===== config.mk =====
export PLATFORM = sky130hd
export DESIGN_NAME = rotary_encoder_position_tracker
export DESIGN_NICKNAME = d
export VERILOG_FILES = /design/src/hdl/rept_pkg.sv /design/src/hdl/rotary_encoder_position_tracker.sv
export SDC_FILE = /design/constraint.sdc
export NUM_CORES = 1
export LEC_CHECK = 0
export BUFFER_PORTS_ARGS = -buffer_cell sky130_fd_sc_hd__buf_2
export CORE_ASPECT_RATIO = 0.75
export CORE_MARGIN = 10
export CORE_UTILIZATION = 30
export CTS_CLUSTER_SIZE = 20
export DETAILED_ROUTE_END_ITERATION = 8
export PLACE_DENSITY = 0.48
export SLEW_MARGIN = 40
export SYNTH_ARGS = -nofsm -noshare
export SYNTH_HDL_FRONTEND = slang
export SYNTH_SLANG_ARGS = --single-unit

===== constraint.sdc =====
create_clock -name clk_i -period 6.5 [get_ports clk_i]
set_clock_uncertainty 0.15 [all_clocks]
set_input_delay 1.3 -clock clk_i [delete_from_list [all_inputs] [get_ports clk_i]]
set_output_delay 1.3 -clock clk_i [all_outputs]
set_load 0.01 [all_outputs]

===== src/hdl/rept_pkg.sv =====
// Package: shared codes and constants for the rotary encoder position tracker.
`timescale 1ns / 1ps

package rept_pkg;

  // Decoded 2-bit pin state of the encoder
  typedef enum logic [1:0] {
    ST_REST = 2'h0,  // detent position, completes a step while armed
    ST_CW   = 2'h1,  // clockwise quarter
    ST_ARM  = 2'h2,  // arms the detector
    ST_CCW  = 2'h3   // counter-clockwise quarter
  } qstate_e;

  // Configuration register indexes
  typedef enum logic [1:0] {
    REG_STEP_COUNT  = 2'd0,
    REG_WRAP_ENABLE = 2'd1,
    REG_GRAY_DECODE = 2'd2,
    REG_UNUSED      = 2'd3
  } reg_idx_e;

  // Field widths fixed by the interface
  localparam int unsigned StepW  = 16;
  localparam int unsigned InW    = 8;   // pin_a, pin_b, padded to a byte
  localparam int unsigned OutW   = 24;  // position, stepped, ccw, padded
  localparam int unsigned CfgIdxW = 2;
  localparam int unsigned CfgDatW = 16;

  // Reset values of the configuration registers
  localparam logic [StepW-1:0] StepCountRst = 16'd240;
  localparam logic             WrapRst      = 1'b1;
  localparam logic             GrayRst      = 1'b1;

endpackage


===== src/hdl/rotary_encoder_position_tracker.sv =====
// Top level: quadrature encoder full-period decoder with position tracking.
//
//   channel   direction  handshake                  payload
//   s_axis    in         s_axis_tvalid/tready       tdata[0] pin_a, tdata[1] pin_b
//   m_axis    out        m_axis_tvalid/tready       tdata[15:0] position,
//                                                   [16] stepped, [17] ccw
//   cfg       in         cfg_valid_i/cfg_ready_o    cfg_index_i, cfg_data_i
//
// One item per clock while the output is free and, in wrap mode, the remainder
// cache is valid; each result appears in the cycle after its item is taken.
// In wrap mode the position is reduced modulo step_count from a cached
// remainder. After a step_count write, or when the position is left at or
// above a nonzero step_count, a shift-subtract remainder unit refreshes that
// cache (set directly when the position is already below it or step_count is
// zero); wrap mode items wait for it. Saturate mode items never wait for it.
// Reset is asynchronous, active low, and sets the state registers to defaults.
// A stalled result holds in the output register and blocks the input until taken.
`timescale 1ns / 1ps

module rotary_encoder_position_tracker
  import rept_pkg::*;
#(
  parameter int unsigned POS_BITS = 16
) (
  input  logic               clk_i,
  input  logic               rst_ni,
  // item in: [0] pin_a, [1] pin_b, [7:2] zero
  input  logic               s_axis_tvalid,
  output logic               s_axis_tready,
  input  logic [InW-1:0]     s_axis_tdata,
  // result out: [15:0] position, [16] stepped, [17] counter_clockwise, [23:18] zero
  output logic               m_axis_tvalid,
  input  logic               m_axis_tready,
  output logic [OutW-1:0]    m_axis_tdata,
  // configuration writes
  input  logic               cfg_valid_i,
  output logic               cfg_ready_o,
  input  logic [CfgIdxW-1:0] cfg_index_i,
  input  logic [CfgDatW-1:0] cfg_data_i
);

  localparam int unsigned CntW = $clog2(POS_BITS + 1);

  // Configuration registers
  logic [StepW-1:0] steps_q, steps_d;
  logic             wrap_q, wrap_d;
  logic             gray_q, gray_d;

  // Tracker state
  logic                armed_q, armed_d;
  logic                ccw_q, ccw_d;
  logic [POS_BITS-1:0] pos_q, pos_d;

  // Cached remainder of the position modulo step_count
  logic [StepW-1:0] mod_q, mod_d;
  logic             mod_ok_q, mod_ok_d;

  // Remainder unit
  logic                div_busy_q, div_busy_d;
  logic [CntW-1:0]     div_cnt_q, div_cnt_d;
  logic [POS_BITS-1:0] div_num_q, div_num_d;
  logic [StepW-1:0]    div_rem_q, div_rem_d;
  logic [StepW:0]      div_try;
  logic [StepW-1:0]    div_rem_nxt;

  // Output register
  logic             out_valid_q, out_valid_d;
  logic [StepW-1:0] out_pos_q, out_pos_d;
  logic             out_step_q, out_step_d;
  logic             out_ccw_q, out_ccw_d;

  // Handshakes and item decode
  logic          in_fire, cfg_fire, step_wr;
  logic          pin_a, pin_b;
  qstate_e       qst;
  logic          do_step;
  logic          pos_below;
  logic [POS_BITS-1:0] pos_wrap, pos_sat, pos_new;
  logic [StepW:0]      mod_inc;
  logic [StepW-1:0]    wrap_res;

  assign cfg_ready_o   = 1'b1;
  assign cfg_fire      = cfg_valid_i;
  assign step_wr       = cfg_fire && (reg_idx_e'(cfg_index_i) == REG_STEP_COUNT);
  assign s_axis_tready = (!out_valid_q || m_axis_tready) && (!wrap_q || mod_ok_q);
  assign in_fire       = s_axis_tvalid && s_axis_tready;

  assign pin_a = s_axis_tdata[0];
  assign pin_b = s_axis_tdata[1] ^ (pin_a & gray_q);
  assign qst   = qstate_e'({pin_a, pin_b});

  assign pos_below = (33'(pos_q) < 33'(steps_q));

  // Wrap step from the cached remainder
  assign mod_inc = 17'(mod_q) + 17'd1;
  always_comb begin
    if (steps_q == '0) begin
      wrap_res = '0;
    end else if (ccw_q) begin
      wrap_res = (mod_q == '0) ? steps_q - 16'd1 : mod_q - 16'd1;
    end else begin
      wrap_res = (mod_inc == 17'(steps_q)) ? '0 : mod_inc[StepW-1:0];
    end
  end
  assign pos_wrap = POS_BITS'(32'(wrap_res));

  // Saturating step
  always_comb begin
    if (ccw_q) begin
      pos_sat = (pos_q != '0) ? pos_q - POS_BITS'(1) : pos_q;
    end else begin
      pos_sat = pos_below ? pos_q + POS_BITS'(1) : pos_q;
    end
  end
  assign pos_new = wrap_q ? pos_wrap : pos_sat;

  // Detector: arm, latch direction, complete detent
  always_comb begin
    armed_d = armed_q;
    ccw_d   = ccw_q;
    do_step = 1'b0;
    if (in_fire) begin
      unique case (qst)
        ST_REST: begin
          if (armed_q) begin
            do_step = 1'b1;
            armed_d = 1'b0;
          end
        end
        ST_CW:   if (armed_q) ccw_d = 1'b0;
        ST_CCW:  if (armed_q) ccw_d = 1'b1;
        ST_ARM:  armed_d = 1'b1;
        default: armed_d = armed_q;
      endcase
    end
  end

  assign pos_d = do_step ? pos_new : pos_q;

  // One shift-subtract step of the remainder unit
  assign div_try     = {div_rem_q, div_num_q[POS_BITS-1]};
  assign div_rem_nxt = (div_try >= 17'(steps_q)) ? StepW'(div_try - 17'(steps_q))
                                                 : div_try[StepW-1:0];

  // Remainder cache and its refresh
  always_comb begin
    mod_d      = mod_q;
    mod_ok_d   = mod_ok_q;
    div_busy_d = div_busy_q;
    div_cnt_d  = div_cnt_q;
    div_num_d  = div_num_q;
    div_rem_d  = div_rem_q;
    if (div_busy_q) begin
      div_num_d = div_num_q << 1;
      div_rem_d = div_rem_nxt;
      div_cnt_d = div_cnt_q - CntW'(1);
      if (div_cnt_q == CntW'(1)) begin
        div_busy_d = 1'b0;
        mod_d      = div_rem_nxt;
        mod_ok_d   = 1'b1;
      end
    end else if (!mod_ok_q) begin
      if (steps_q == '0 || pos_below) begin
        mod_d    = (steps_q == '0) ? '0 : StepW'(32'(pos_q));
        mod_ok_d = 1'b1;
      end else begin
        div_busy_d = 1'b1;
        div_cnt_d  = CntW'(POS_BITS);
        div_num_d  = pos_q;
        div_rem_d  = '0;
      end
    end
    // a moved position drops any refresh in flight; zero modulus keeps a zero remainder
    if (do_step) begin
      div_busy_d = 1'b0;
      if (steps_q == '0 || 33'(pos_new) < 33'(steps_q)) begin
        mod_d    = (steps_q == '0) ? '0 : StepW'(32'(pos_new));
        mod_ok_d = 1'b1;
      end else begin
        mod_ok_d = 1'b0;
      end
    end
    if (step_wr) begin
      div_busy_d = 1'b0;
      mod_ok_d   = 1'b0;
    end
  end

  // Configuration writes
  always_comb begin
    steps_d = steps_q;
    wrap_d  = wrap_q;
    gray_d  = gray_q;
    if (cfg_fire) begin
      unique case (reg_idx_e'(cfg_index_i))
        REG_STEP_COUNT:  steps_d = cfg_data_i;
        REG_WRAP_ENABLE: wrap_d  = cfg_data_i[0];
        REG_GRAY_DECODE: gray_d  = cfg_data_i[0];
        default:         steps_d = steps_q;
      endcase
    end
  end

  // Result register
  always_comb begin
    out_valid_d = out_valid_q;
    out_pos_d   = out_pos_q;
    out_step_d  = out_step_q;
    out_ccw_d   = out_ccw_q;
    if (in_fire) begin
      out_valid_d = 1'b1;
      out_pos_d   = StepW'(32'(pos_d));
      out_step_d  = do_step;
      out_ccw_d   = ccw_d;
    end else if (m_axis_tready) begin
      out_valid_d = 1'b0;
    end
  end

  assign m_axis_tvalid = out_valid_q;
  assign m_axis_tdata  = {6'b0, out_ccw_q, out_step_q, out_pos_q};

  // Control and state registers
  always_ff @(posedge clk_i or negedge rst_ni) begin
    if (!rst_ni) begin
      steps_q     <= StepCountRst;
      wrap_q      <= WrapRst;
      gray_q      <= GrayRst;
      armed_q     <= 1'b0;
      ccw_q       <= 1'b0;
      pos_q       <= '0;
      mod_q       <= '0;
      mod_ok_q    <= 1'b1;
      div_busy_q  <= 1'b0;
      div_cnt_q   <= '0;
      out_valid_q <= 1'b0;
    end else begin
      steps_q     <= steps_d;
      wrap_q      <= wrap_d;
      gray_q      <= gray_d;
      armed_q     <= armed_d;
      ccw_q       <= ccw_d;
      pos_q       <= pos_d;
      mod_q       <= mod_d;
      mod_ok_q    <= mod_ok_d;
      div_busy_q  <= div_busy_d;
      div_cnt_q   <= div_cnt_d;
      out_valid_q <= out_valid_d;
    end
  end

  // Payload registers
  always_ff @(posedge clk_i) begin
    div_num_q  <= div_num_d;
    div_rem_q  <= div_rem_d;
    out_pos_q  <= out_pos_d;
    out_step_q <= out_step_d;
    out_ccw_q  <= out_ccw_d;
  end

`ifndef SYNTH
  // wrap mode only takes items with a valid remainder cache
  a_wrap_needs_mod: assert property (@(posedge clk_i) disable iff (!rst_ni)
    (in_fire && wrap_q) |-> mod_ok_q)
    else $error("wrap item accepted with stale remainder");

  // a valid cached remainder lies below a nonzero modulus
  a_mod_range: assert property (@(posedge clk_i) disable iff (!rst_ni)
    (mod_ok_q && steps_q != '0) |-> (mod_q < steps_q))
    else $error("cached remainder out of range");

  // the remainder unit only runs while the cache is stale
  a_busy_stale: assert property (@(posedge clk_i) disable iff (!rst_ni)
    div_busy_q |-> !mod_ok_q)
    else $error("remainder unit busy with valid cache");

  // a new modulus always invalidates the cache
  a_wr_invalidates: assert property (@(posedge clk_i) disable iff (!rst_ni)
    step_wr |=> !mod_ok_q)
    else $error("cache not invalidated by step_count write");
`endif

endmodule

==> results_dict.tcl <==
set metrics [dict create \
    clk_pin_slew_worst_paths_ns 0.08 \
    fillCellCount 2815 \
    ys_top_cells_by_area "edfxtp_1 18%, dfrtp_1 16%, ha_1 8.1%" \
    detail-route-antenna-nets 0 \
    rows 52 \
    multiInputGateArea_sq_um 5010 \
    dp_cells 1339 \
    ios 58 \
    grt_max_degree 63 \
    cts_hold_buf 0 \
    hpwl_microns 22700 \
    seq_area_sq_um 3000 \
    cp_data_required_time_ns 6.61 \
    htree_levels 3 \
    arrival_ns 6.29 \
    synth_area_sq_um 8390 \
    vias 7477 \
    fin_crit_sh 0.951 \
    critPathLaunchType "flip-flop" \
    synth_commonest_cells "104 x nand2_1, 72 x nor2_1, 59 x o21ai_0" \
    place_area_sq_um 9250 \
    pre_cts_ws_ns 0.0496 \
    yosysMostFrequentCell "nand2_1" \
    start_util 0.308 \
    drive_gt1_frac 0.162 \
    initialDrtViolationCount 668 \
    dieArea_sq_um 35100 \
    status "completed" \
    synth-edff-count 49 \
    final_nets 1085 \
    area_delta_synth_final_pct 14.0 \
    hold_viol_final 0 \
    grt_pass1_wl_microns 46100 \
    track_usage 0.173 \
    fp.dieH_microns 165 \
    cts_root_buffer "clkbuf_16" \
    rsz0062_at_grt "false" \
    clock_latency_ns 0.38 \
    antenna_cells 0 \
    crit_fanout 13 \
    core-area_sq_um 27300 \
    setup_violations 0 \
    gp_congestion 0.954 \
    avgRoutedWirePerCell_microns 22.2 \
    fin_cells 1355 \
    ir_worst_vdd_v 0.000185 \
    routed_via_density 5.52 \
    critPathKind "reg2reg" \
    cts_tree "yes" \
    grt_remaining_overflow 0 \
    drc 0 \
    wirelength_microns 30100 \
    fmax_mhz 162 \
    first_pass_iters 5 \
    min_period_ns 6.18 \
    fin_area_sq_um 9570 \
    die_x_microns 213 \
    power_density_nw_per_um2 469 \
    setup-tns-final_ns 0 \
    slew_headroom 0.427 \
    synth-seq-cells 110 \
    max_cap_viol_count 0 \
    setup.worst_path.end_class "flip-flop" \
    synth_area_leader_cell "edfxtp_1" \
    hp-class "reg2reg" \
    netlist.area_leader.share 0.175 \
    timing.final.ws_setup_ns 0.316 \
    worst_pin_slew_ns 0.849 \
    clk_path_buf_depth 2 \
    port_buffers 44 \
    cp_slowest_cell "or4b_4" \
    yosys_most_used_dff "dfrtp_1" \
    clock_sinks 110 \
    cp_slowest_stage_delay_ns 0.49 \
    seq_area_frac_synth 0.358 \
    maxSlewViolCount 0 \
    async_flop_share 0.545 \
    antenna_found_initial 0 \
    power_leakage_uw 0.00383 \
    yosysWarnings 0 \
    numCtsBuffers 9 \
    ys_types 78 \
    netlist_instances 954 \
    syn_avg_cell_area_sq_um 8.80 \
    grt_pass1_vias 7220 \
    fin_util 0.351 \
]
## through the flow
| step | hold WS [ns] | power (uW) |
|---|---|---|
| 2_1_floorplan | 0.310 | 2980 |
| 5_1_grt | 0.402 | 4820 |
| 4_1_cts | 0.372 | 4450 |
| 3_5_place_dp | 0.353 | 3860 |
| 6_report | 0.367 | 4490 |
| 3_3_place_gp | 0.325 | 3850 |
## metal layers
layer  vias to the layer above  wire, microns  global-route usage
li1                       3593              -                   -
met1                      3642          15400               0.262
met2                       216          12300               0.245
met3                        26           1970              0.0369
met4                         0            373              0.0311
met5                         -              0                   0
## kinds of logic after synthesis
family | synth area share
fa+ha+maj | 0.0829
mux | 0.0373
compound gates | 0.213
simple gates | 0.187
flops | 0.358
xor+xnor | 0.0653
other cells | 0.000895
buf+inv | 0.0555
## final timing paths
path	cells past startpoint	slack, ns	startpoint	to
worst max-delay path	25	0.32	mod_q[1]$_DFF_PN0_	mod_q[4]$_DFF_PN0_
worst min-delay path	2	0.37	div_num_q[0]$_SDFFE_PP0P_	div_num_q[0]$_SDFFE_PP0P_
worst max register to register	25	0.32	mod_q[1]$_DFF_PN0_	mod_q[4]$_DFF_PN0_
worst min register to register	2	0.37	div_num_q[0]$_SDFFE_PP0P_	div_num_q[0]$_SDFFE_PP0P_
max in group asynchronous	2	4.80	rst_ni	div_busy_q$_DFF_PN0_
min in group asynchronous	2	0.84	rst_ni	steps_q[1]$_DFFE_PN0P_
## power breakdown
| part | switching, uW | leakage [uW] | internal, uW |
|---|---|---|---|
| clock | 297 | 0.000129 | 273 |
| sequential | 248 | 0.00122 | 1020 |
| combinational | 1610 | 0.00247 | 1040 |
## registers in the layout, summed over array words and instances (netlist names)
register       cells
pos_q             16
m_axis_tvalid      1
wrap_q             1
out_pos_q         16
gray_q             1
div_cnt_q          5
mod_ok_q           1
armed_q            1
mod_q             16
ccw_q              1
out_step_q         1
div_rem_q         16
div_num_q         16
div_busy_q         1
out_ccw_q          1
steps_q           16
## cell usage in the layout, fill, tap and decap left out, drive strengths merged, types with 11 or more instances in the layout
cell,n
a21o,12
or3,14
nor2,72
o221ai,13
mux2,18
a221oi,18
and2,13
xor2,21
nand3,15
nor4,12
edfxtp,49
a21oi,58
nand4,16
inv,39
nand2,104
xnor2,39
a211oi,14
buf,102
o21ai,66
dfrtp,53
nor3,27
ha,54
mux2i,11
## what timing repair did
item,CTS,global route
setup endpoints to repair,0,17
resized for setup,0,9
buffers inserted,0,0
## worst max-delay path: cells and delay by family, from the launching register on
| family | cells | cell delay [ns] |
|---|---|---|
| buf+inv | 2 | 0.27 |
| simple gates | 10 | 2.39 |
| flops | 1 | 0.39 |
| compound gates | 8 | 1.60 |
| xor+xnor | 1 | 0.18 |
| fa+ha+maj | 3 | 0.75 |
| mux | 1 | 0.32 |
## layout make-up
type | instances | share of cell area
clock buffers | 10 | 0.0250
clock inverters | 6 | 0.00458
inverters | 39 | 0.0153
multi-input cells | 737 | 0.524
flip-flops and latches | 110 | 0.314
well taps | 351 | 0.0459
repair buffers | 102 | 0.0715
(Power assumes the default switching activity.)
